==> config.mk <==
export PLATFORM = sky130hd
export DESIGN_NAME = calendar_elapsed_time_unit
export DESIGN_NICKNAME = d
export VERILOG_FILES = /design/src/cet_pkg.sv /design/src/calendar_elapsed_time_unit.sv /design/src/cet_ctrl.sv /design/src/cet_datapath.sv
export SDC_FILE = /design/constraint.sdc
export NUM_CORES = 1
export LEC_CHECK = 0
export BUFFER_PORTS_ARGS = -buffer_cell sky130_fd_sc_hd__buf_4
export CORE_MARGIN = 10
export CORE_UTILIZATION = 24
export DETAILED_ROUTE_END_ITERATION = 7
export SLEW_MARGIN = 0
export SYNTH_ARGS = -nofsm -noshare
export SYNTH_HDL_FRONTEND = slang
export SYNTH_SLANG_ARGS = --single-unit
export TNS_END_PERCENT = 50
==> constraint.sdc <==
create_clock -name clk -period 9.1 [get_ports clk]
set_input_delay 1.82 -clock clk [delete_from_list [all_inputs] [get_ports clk]]
set_output_delay 1.82 -clock clk [all_outputs]
set_load 0.005 [all_outputs]
==> src/cet_pkg.sv <==
package cet_pkg;

  localparam logic [11:0] BASE_YEAR    = 12'd2000;
  localparam logic [11:0] LAST_YEAR    = 12'd2099;
  localparam logic [6:0]  LAST_YR_OFS  = 7'd99;
  localparam logic [3:0]  MONTH_MAX    = 4'd12;
  localparam logic [3:0]  FEBRUARY     = 4'd2;
  localparam logic [4:0]  HOUR_MAX     = 5'd23;
  localparam logic [5:0]  MIN_SEC_MAX  = 6'd59;
  localparam logic [8:0]  DAYS_PER_YR  = 9'd365;
  localparam logic [16:0] SEC_PER_DAY  = 17'd86400;
  localparam logic [11:0] SEC_PER_HOUR = 12'd3600;
  localparam logic [5:0]  SEC_PER_MIN  = 6'd60;
  localparam logic [4:0]  HOUR_PER_DAY = 5'd24;

  typedef struct packed {
    logic [11:0] start_year;
    logic [3:0]  start_month;
    logic [4:0]  start_day;
    logic [4:0]  start_hour;
    logic [5:0]  start_minute;
    logic [5:0]  start_second;
    logic [11:0] end_year;
    logic [3:0]  end_month;
    logic [4:0]  end_day;
    logic [4:0]  end_hour;
    logic [5:0]  end_minute;
    logic [5:0]  end_second;
  } req_t;

  typedef struct packed {
    logic [15:0] elapsed_days;
    logic [4:0]  elapsed_hours;
    logic [5:0]  elapsed_minutes;
    logic [5:0]  elapsed_seconds;
    logic [31:0] total_seconds;
    logic        end_before_start;
  } rsp_t;

  typedef struct packed {
    logic [6:0] yr;
    logic [3:0] mo;
    logic [4:0] dy;
    logic [4:0] hr;
    logic [5:0] mi;
    logic [5:0] se;
  } stamp_t;

  typedef enum logic [2:0] {
    ST_IDLE,
    ST_DAYS,
    ST_SOD,
    ST_MUL0,
    ST_MUL1,
    ST_SUM,
    ST_DIFF
  } state_t;

  typedef struct packed {
    logic load;
    logic calc_days;
    logic calc_sod;
    logic mul_first;
    logic mul_second;
    logic sum;
    logic write;
  } cmd_t;

  typedef struct packed {
    logic out_free;
  } status_t;

endpackage

==> src/calendar_elapsed_time_unit.sv <==
// Elapsed time between two calendar date-times in 2000..2099. Each field is
// saturated to its range, then both stamps are turned into day and second
// counts by a short sequencer. A request is taken only while the sequencer is
// idle, so the next request waits until the last result has been written to
// the output register. The seven steps come from the controller walking
// clamp, day count, second-of-day, two passes through the shared 16x17
// seconds-per-day multiplier, the sum and the final borrow chain. The result
// sits in an output register, so the next request is taken while it waits;
// a new result that finds the register still full holds in the last step.
module calendar_elapsed_time_unit
  import cet_pkg::*;
(
  input  logic clk,
  input  logic rst,
  input  logic req_valid,
  output logic req_ready,
  input  req_t req,
  output logic rsp_valid,
  input  logic rsp_ready,
  output rsp_t rsp
);

  cmd_t    cmd;
  status_t stat;

  cet_ctrl u_ctrl (
    .clk       (clk),
    .rst       (rst),
    .req_valid (req_valid),
    .req_ready (req_ready),
    .stat      (stat),
    .cmd       (cmd)
  );

  cet_datapath u_dp (
    .clk       (clk),
    .rst       (rst),
    .req       (req),
    .cmd       (cmd),
    .stat      (stat),
    .rsp_valid (rsp_valid),
    .rsp_ready (rsp_ready),
    .rsp       (rsp)
  );

  a_no_overwrite: assert property (@(posedge clk) disable iff (rst)
    cmd.write |-> (!rsp_valid || rsp_ready))
    else $error("result register overwritten before transfer");

  a_before_zero: assert property (@(posedge clk) disable iff (rst)
    (rsp_valid && rsp.end_before_start) |->
      (rsp.total_seconds == 32'd0 && rsp.elapsed_days == 16'd0))
    else $error("end before start with nonzero counts");

  a_fields_range: assert property (@(posedge clk) disable iff (rst)
    rsp_valid |-> (rsp.elapsed_hours < HOUR_PER_DAY &&
                   rsp.elapsed_minutes < SEC_PER_MIN &&
                   rsp.elapsed_seconds < SEC_PER_MIN))
    else $error("elapsed field out of range");

  a_no_accept_busy: assert property (@(posedge clk) disable iff (rst)
    cmd.load |=> !req_ready)
    else $error("request taken while busy");

endmodule

==> src/cet_ctrl.sv <==
module cet_ctrl
  import cet_pkg::*;
(
  input  logic    clk,
  input  logic    rst,
  input  logic    req_valid,
  output logic    req_ready,
  input  status_t stat,
  output cmd_t    cmd
);

  state_t state, state_next;

  always_ff @(posedge clk) begin
    if (rst) begin
      state <= ST_IDLE;
    end else begin
      state <= state_next;
    end
  end

  always_comb begin
    state_next = state;
    unique case (state)
      ST_IDLE: if (req_valid) state_next = ST_DAYS;
      ST_DAYS: state_next = ST_SOD;
      ST_SOD:  state_next = ST_MUL0;
      ST_MUL0: state_next = ST_MUL1;
      ST_MUL1: state_next = ST_SUM;
      ST_SUM:  state_next = ST_DIFF;
      ST_DIFF: if (stat.out_free) state_next = ST_IDLE;
      default: state_next = ST_IDLE;
    endcase
  end

  always_comb begin
    cmd       = '0;
    req_ready = 1'b0;
    unique case (state)
      ST_IDLE: begin
        req_ready = 1'b1;
        cmd.load  = req_valid;
      end
      ST_DAYS: cmd.calc_days  = 1'b1;
      ST_SOD:  cmd.calc_sod   = 1'b1;
      ST_MUL0: cmd.mul_first  = 1'b1;
      ST_MUL1: cmd.mul_second = 1'b1;
      ST_SUM:  cmd.sum        = 1'b1;
      ST_DIFF: cmd.write      = stat.out_free;
      default: cmd = '0;
    endcase
  end

endmodule

==> src/cet_datapath.sv <==
module cet_datapath
  import cet_pkg::*;
(
  input  logic    clk,
  input  logic    rst,
  input  req_t    req,
  input  cmd_t    cmd,
  output status_t stat,
  output logic    rsp_valid,
  input  logic    rsp_ready,
  output rsp_t    rsp
);

  stamp_t      s0, s1;
  logic [15:0] days0, days1;
  logic [16:0] sod0, sod1;
  logic [31:0] t0, t1;
  logic [15:0] mul_a;
  logic [32:0] mul_p;

  function automatic logic [6:0] clamp_year(input logic [11:0] y);
    if (y < BASE_YEAR) return 7'd0;
    if (y > LAST_YEAR) return LAST_YR_OFS;
    return 7'(y - BASE_YEAR);
  endfunction

  function automatic logic [3:0] clamp_month(input logic [3:0] m);
    if (m == 4'd0) return 4'd1;
    if (m > MONTH_MAX) return MONTH_MAX;
    return m;
  endfunction

  function automatic logic [4:0] clamp_day(input logic [4:0] d);
    return (d == 5'd0) ? 5'd1 : d;
  endfunction

  function automatic logic [4:0] clamp_hour(input logic [4:0] h);
    return (h > HOUR_MAX) ? HOUR_MAX : h;
  endfunction

  function automatic logic [5:0] clamp_ms(input logic [5:0] v);
    return (v > MIN_SEC_MAX) ? MIN_SEC_MAX : v;
  endfunction

  function automatic logic [8:0] month_offset(input logic [3:0] m);
    logic [8:0] r;
    unique case (m)
      4'd1:    r = 9'd0;
      4'd2:    r = 9'd31;
      4'd3:    r = 9'd59;
      4'd4:    r = 9'd90;
      4'd5:    r = 9'd120;
      4'd6:    r = 9'd151;
      4'd7:    r = 9'd181;
      4'd8:    r = 9'd212;
      4'd9:    r = 9'd243;
      4'd10:   r = 9'd273;
      4'd11:   r = 9'd304;
      4'd12:   r = 9'd334;
      default: r = 9'd0;
    endcase
    return r;
  endfunction

  function automatic logic [15:0] stamp_days(input stamp_t s);
    logic [15:0] yr_days;
    logic [7:0]  leaps;
    logic        leap_add;
    yr_days  = 16'({9'd0, s.yr} * {7'd0, DAYS_PER_YR});
    leaps    = ({1'b0, s.yr} + 8'd3) >> 2;
    leap_add = (s.mo > FEBRUARY) && (s.yr[1:0] == 2'd0);
    return yr_days + 16'(leaps) + 16'(month_offset(s.mo)) + 16'(leap_add)
           + 16'(s.dy - 5'd1);
  endfunction

  function automatic logic [16:0] stamp_sod(input stamp_t s);
    return 17'({12'd0, s.hr} * {5'd0, SEC_PER_HOUR})
           + 17'({6'd0, s.mi} * {6'd0, SEC_PER_MIN}) + 17'(s.se);
  endfunction

  function automatic stamp_t clamp_start(input req_t r);
    stamp_t s;
    s.yr = clamp_year(r.start_year);
    s.mo = clamp_month(r.start_month);
    s.dy = clamp_day(r.start_day);
    s.hr = clamp_hour(r.start_hour);
    s.mi = clamp_ms(r.start_minute);
    s.se = clamp_ms(r.start_second);
    return s;
  endfunction

  function automatic stamp_t clamp_end(input req_t r);
    stamp_t s;
    s.yr = clamp_year(r.end_year);
    s.mo = clamp_month(r.end_month);
    s.dy = clamp_day(r.end_day);
    s.hr = clamp_hour(r.end_hour);
    s.mi = clamp_ms(r.end_minute);
    s.se = clamp_ms(r.end_second);
    return s;
  endfunction

  assign mul_a = cmd.mul_second ? days1 : days0;
  assign mul_p = {17'd0, mul_a} * {16'd0, SEC_PER_DAY};

  always_ff @(posedge clk) begin
    if (cmd.load) begin
      s0 <= clamp_start(req);
      s1 <= clamp_end(req);
    end
    if (cmd.calc_days) begin
      days0 <= stamp_days(s0);
      days1 <= stamp_days(s1);
    end
    if (cmd.calc_sod) begin
      sod0 <= stamp_sod(s0);
      sod1 <= stamp_sod(s1);
    end
    if (cmd.mul_first) t0 <= mul_p[31:0];
    if (cmd.mul_second) t1 <= mul_p[31:0];
    if (cmd.sum) begin
      t0 <= t0 + 32'(sod0);
      t1 <= t1 + 32'(sod1);
    end
  end

  logic [6:0]  sec_d, min_d;
  logic [5:0]  hr_d;
  logic        b_sec, b_min, b_hr;
  logic [5:0]  sec_v, min_v;
  logic [4:0]  hr_v;
  logic [15:0] day_v;
  logic        end_early;

  always_comb begin
    sec_d = {1'b0, s1.se} - {1'b0, s0.se};
    b_sec = sec_d[6];
    sec_v = b_sec ? 6'(sec_d[5:0] + SEC_PER_MIN) : sec_d[5:0];
    min_d = {1'b0, s1.mi} - {1'b0, s0.mi} - 7'(b_sec);
    b_min = min_d[6];
    min_v = b_min ? 6'(min_d[5:0] + SEC_PER_MIN) : min_d[5:0];
    hr_d  = {1'b0, s1.hr} - {1'b0, s0.hr} - 6'(b_min);
    b_hr  = hr_d[5];
    hr_v  = b_hr ? 5'(hr_d[4:0] + HOUR_PER_DAY) : hr_d[4:0];
    day_v = days1 - days0 - 16'(b_hr);
    end_early = t1 < t0;
  end

  always_ff @(posedge clk) begin
    if (rst) begin
      rsp_valid <= 1'b0;
    end else if (cmd.write) begin
      rsp_valid <= 1'b1;
    end else if (rsp_ready) begin
      rsp_valid <= 1'b0;
    end
  end

  always_ff @(posedge clk) begin
    if (cmd.write) begin
      rsp.end_before_start <= end_early;
      rsp.elapsed_days     <= end_early ? 16'd0 : day_v;
      rsp.elapsed_hours    <= end_early ? 5'd0 : hr_v;
      rsp.elapsed_minutes  <= end_early ? 6'd0 : min_v;
      rsp.elapsed_seconds  <= end_early ? 6'd0 : sec_v;
      rsp.total_seconds    <= end_early ? 32'd0 : t1 - t0;
    end
  end

  assign stat.out_free = !rsp_valid || rsp_ready;

endmodule

# Yosys cells after proc, flatten, opt, wreduce, memory -nomap -nowiden
# Memories as Yosys holds them, arrays and structs flattened. A register that Yosys moved wholly into a read port is not among the register bits.
# Cells that the tools add are included.
# word_totals
reg_bits,266
rom_bits,288
inputBits,80
output_inout_bits,68
memories,2
wordCells,165
# memory_table
memory,words,width,read_ports,rd_clocked_by_memory_dff,write_ports,line_no,source
(name not given),16,9,1,1,0,cet_datapath.sv:47,unique case (m)
(name not given),16,9,1,1,0,cet_datapath.sv:47,
# op_classes
n_addsub,31
reduce_logical,15
mux,61
magnitude_cmp,15
n_mul,7
eq_ne,8
# ops
operator,count
two-way mux 32 bit,4
adder 32 x 17 -> 32 bit,2
two-way mux 7 bit,8
two-way mux 4 bit,10
adder 17 x 12 -> 17 bit,2
adder 17 x 6 -> 17 bit,2
adder 16 x 1 -> 16 bit,2
adder 16 bit,2
adder 16 x 6 -> 16 bit,2
adder 16 x 9 -> 16 bit,2
less-than comparator 32 bit,1
"multiplier 7 x 9 -> 16 bit, second input constant",2
subtractor 32 bit,1
two-way mux 1 bit,30
"multiplier 5 x 8 -> 13 bit, second input constant",2
"multiplier 16 x 10 -> 25 bit, second input constant",1
"> comparator 12 bit, second input constant",2
"> comparator 6 bit, second input constant",4
"less-than comparator 12 x 11 -> 1 bit, second input constant",2
case mux 3 bit (7 select lines),1
"multiplier 6 x 4 -> 10 bit, second input constant",2
two-way mux 9 bit,2
"adder 7 x 2 -> 8 bit, second input constant",2
two-way mux 16 bit,1
other kinds (30),48

# Longest topological paths before layout
# logic_depth
depth_word,8
ltp_mapped,37
ltp_nobuf,36

# By module
# From an unflattened synthesis, not the netlist that was laid out.
# hier_totals
cells_unflattened,2662
hier_area_um2,26812.0
# modules_own_cells
mod,area_each_um2,cells_per_inst,n_inst,seq_area_each_um2
cet_datapath,26609.3,2636,1,8247.9
cet_ctrl,202.7,26,1,60.1

# Least setup slack after synthesis
# OpenSTA, ideal clock, no wires.
# synth_path
path_type,reg2reg
from,reg u_ctrl.state[2]
to,reg u_dp.t0[31] (data pin)
path_stages_with_launch,25
arrival_time_ns,7.376
setup_time_ns,0.269
synth_period_minus_slack_ns,7.645
path_slack_ns,1.455
path_buffers,2
required_time_ns,8.831
cell_sequence,dfxtp_1 -> nor2b_1 -> nor2b_1 -> clkbuf_1 -> clkbuf_1 -> mux2i_1 -> inv_1 -> ha_1 -> inv_1 -> fa_1 -> inv_1 -> fa_1 -> ha_1 -> inv_1 -> fa_1 -> inv_1 -> ha_1 -> a21oi_1 -> o211ai_1 -> a311o_1 -> a31o_2 -> a41oi_1 -> o21ai_0 -> xnor2_1 -> mux2i_1
# synth_via
elab_chain_len,6
elab_cells_between_ends,8
classes_between,1 x mul; 2 x eq/ne; 5 x mux
# synth_rtl
item,line_no,source
from (decl),cet_ctrl.sv:12,"state_t state, state_next;"
from (signal assigned),cet_ctrl.sv:18,state <= state_next;
== test 3 bit,cet_ctrl.sv:39,unique case (state)
two-way mux 1 bit,cet_ctrl.sv:39,
two-way mux 16 bit,cet_datapath.sv:103,assign mul_a = cmd.mul_second ? days1 : days0;
multiplier 16 x 10 -> 25 bit,cet_datapath.sv:104,"assign mul_p = {17'd0, mul_a} * {16'd0, SEC_PER_DAY};"
two-way mux 32 bit,cet_datapath.sv:119,if (cmd.mul_first) t0 <= mul_p[31:0];
two-way mux 32 bit (*),cet_datapath.sv:121,if (cmd.sum) begin
to (signal assigned),cet_datapath.sv:119,
to (signal assigned),cet_datapath.sv:122,t0 <= t0 + 32'(sod0);
to (decl),cet_datapath.sv:17,"logic [31:0] t0, t1;"
# Mark *: on every way between the ends. The rest lies on a longest branch, timed or not. The select of a mux whose other input is x is not followed.
# A chain may end at the register's enable or synchronous reset.

# Final worst setup path
# layout_path
from,reg u_dp.s1[0] (netlist name)
to,reg u_dp.rsp[65] (netlist name)
# layout_via
elab_chain_len,4
# layout_rtl
item,line_no,source
from (decl),cet_datapath.sv:14,"stamp_t s0, s1;"
from (signal assigned),cet_datapath.sv:109,s1 <= clamp_end(req);
subtractor 6 x 6 -> 7 bit,cet_datapath.sv:136,"sec_d = {1'b0, s1.se} - {1'b0, s0.se};"
subtractor 7 x 1 -> 7 bit,cet_datapath.sv:139,"min_d = {1'b0, s1.mi} - {1'b0, s0.mi} - 7'(b_sec);"
subtractor 6 x 1 -> 6 bit,cet_datapath.sv:142,"hr_d = {1'b0, s1.hr} - {1'b0, s0.hr} - 6'(b_min);"
subtractor 16 x 1 -> 16 bit,cet_datapath.sv:145,day_v = days1 - days0 - 16'(b_hr);
# Every way passes these cells.

==> results_dict.tcl <==
set metrics [dict create \
    status "finished clean" \
    wl_per_cell_um 14.5 \
    design.core.area_um2 111000 \
    drt_iter0_drc 900 \
    slew_headroom 0.323 \
    synth_edf_count 262 \
    start_util 0.243 \
    worstSetupEndpointType "flip-flop" \
    cp.required_ns 9.40 \
    insertion_delay_ns 0.59 \
    worst-path-max-fanout 6 \
    clock_path_buffers 3 \
    synth.most_common_cell "inv_1" \
    routed_wl_um 63300 \
    cap_violations 0 \
    clock-sinks 284 \
    antenna_found_initial 5 \
    cp_top_family "compound AO/OA/AOI/OAI gates" \
    clock-skew-final_ns 0.0260 \
    areaGrowthSynthToFinish_pct 15.4 \
    fin_area_um2 31100 \
    min_period_ns 7.84 \
    yosysUniqueCellTypes 78 \
    cts_resized 0 \
    syn_area_um2 27000 \
    place_hpwl_um 52300 \
    rows 122 \
    clk_pin_slew_worst_paths_ns 0.06 \
    critPathSlowestCell "fa_1" \
    nNetsFinal 3522 \
    die_height_um 355 \
    synthTopCellsByCount "inv_1 (476), ha_1 (428), edfxtp_1 (262), a21oi_1 (164)" \
    setup_tns_ns 0 \
    drcViolationCount 0 \
    grt_pass1_wl_um 101000 \
    overflow 0 \
    critPathLaunchType "flip-flop" \
    io_buffer_count 147 \
    ys_async_sr_fraction 0 \
    multi_input_area_um2 16700 \
    cts_hold_buf 0 \
    grt_setup_unrepaired "false" \
    track_usage 0.0988 \
    cp_slowest_stage_delay_ns 0.56 \
    grt_pass1_vias 18900 \
    drt-pass1-iter-count 6 \
    synth_area_leader_cell "edfxtp_1" \
    ys_warn_count 0 \
    yosys_most_used_dff "edfxtp_1" \
    arrival_ns 8.14 \
    ant_nets 0 \
    worst_pin_slew_ns 1.01 \
    setup_viol 0 \
    syn_nets 3378 \
    seq_area_um2 8310 \
    cts_tree "yes" \
    netlist_instances 2716 \
    vias 18800 \
    hold_path_class "reg -> reg" \
    ys_seq_elements 284 \
    io_pins 148 \
    hold_viol 0 \
    crit_buf_inv 4 \
    syn_avg_cell_area_um2 9.93 \
    htreeDepth 2 \
    vias_per_cell 4.30 \
    root_buffer "clkbuf_16" \
    cts_setup_buffers 0 \
    placed_cell_area_um2 29800 \
    path_class "reg -> reg" \
    gp_congestion 0.839 \
    synth_top_area_frac 0.292 \
    slew_violations 0 \
    min_period_over_period 0.861 \
    diodes 0 \
    nFillCells 11800 \
    numCtsBuffers 41 \
    drive_above_1_share 0.0949 \
    grt_max_degree 45 \
    seq_area_frac_synth 0.308 \
    yosys-top-cells-area "edfxtp_1 (29%), ha_1 (20%), fa_1 (11%)" \
    dieWidth_um 355 \
    die-area_um2 126000 \
    fmax_ghz 0.128 \
]
[sequential cells by signal (all words and copies together) (netlist names), named ones only]
name	count
u_dp.sod1	17
u_dp.t0	32
u_dp.s1	33
u_dp.days0	16
u_dp.rsp	66
u_dp.t1	32
u_dp.sod0	17
u_dp.rsp_valid	1
u_dp.days1	16
u_ctrl.state	3
u_dp.s0	33
[cell usage in the layout (no fill, tap or decap), drive strengths merged, types with 10 or more instances in the layout]
master,synthesis,routed
nor4,10,10
edfxtp,262,262
a211oi,24,24
clkbuf,46,46
nor3,45,45
clkinv,0,13
fa,154,154
and2,26,26
buf,13,160
nor2b,24,24
dfxtp,22,22
mux2i,27,27
a21oi,164,164
o21ai,122,122
nand4,11,11
nand3,40,40
ha,428,428
a21o,61,61
o211ai,13,13
and3,15,15
or3,17,17
nand2b,46,46
o21bai,30,30
nand2,127,127
nor2,154,154
xnor2,147,147
inv,480,483
mux2,10,10
xor2,63,63
a31oi,23,23
[worst reg2reg max path, delay by kind of cell, from the launching register on]
family                     cells  cell delay (ns)
AOI/OAI and AO/OA             14             2.77
adders and majority gates      8             2.69
and+or+nand+nor                6             0.75
xor gates and xnor gates       3             0.55
buffers and inverters          4             0.41
DFF                            1             0.38
[worst paths after layout]
check                      startpoint                         end  slack [ns]  cells past startpoint
min reg2reg  u_dp.s1[0]$_SDFFCE_PN1P_      u_dp.sod1[0]$_DFFE_PP_        0.46                      0
max reg2reg  u_dp.s1[0]$_SDFFCE_PN1P_  u_dp.rsp[65]$_SDFFCE_PP0P_        1.26                     35
min          u_dp.s1[0]$_SDFFCE_PN1P_      u_dp.sod1[0]$_DFFE_PP_        0.46                      0
max          u_dp.s1[0]$_SDFFCE_PN1P_  u_dp.rsp[65]$_SDFFCE_PP0P_        1.26                     35
[final cells by class]
cell class / instances / area share
inverters: 480 / 0.0579
well taps: 1488 / 0.0598
clock buffers: 46 / 0.0336
repair buffers: 160 / 0.0386
flip-flops and latches: 284 / 0.267
clock inverters: 25 / 0.00804
multi-input cells: 1893 / 0.535
[kinds of logic (layout without fill, tap and decap cells)]
kind of cell | Yosys count | in the layout | synth area share
AOI/OAI and AO/OA | 519 | 519 | 0.122
xor gates and xnor gates | 210 | 210 | 0.0682
adders and majority gates | 582 | 582 | 0.313
buffers and inverters | 539 | 711 | 0.0755
DFF | 284 | 284 | 0.308
muxes | 37 | 37 | 0.0143
and+or+nand+nor | 545 | 545 | 0.0993
[stage by stage]
step | worst slack, ns | instances | hold slack, ns | util
3_5_place_dp | 1.32 | 4305 | 0.440 | 0.268
5_1_grt | 0.575 | 4376 | 0.478 | 0.280
3_3_place_gp | 1.44 | 4305 | 0.433 | 0.268
6_report | 1.26 | 4376 | 0.462 | 0.280
4_1_cts | 1.27 | 4376 | 0.461 | 0.280
2_1_floorplan | 1.46 | 2716 | 0.426 | -
[metal layers]
metal  GRT usage  up-vias  routed length (um)
met5           0        -                   0
met3      0.0208       88                3440
met4      0.0295        0                1540
met1       0.140     8786               31800
li1            -     9583                   -
met2       0.149      345               26500
Power is left out: the tool's default activity adds up to more than one toggle a clock period on the data nets, which glitch-free logic cannot reach.
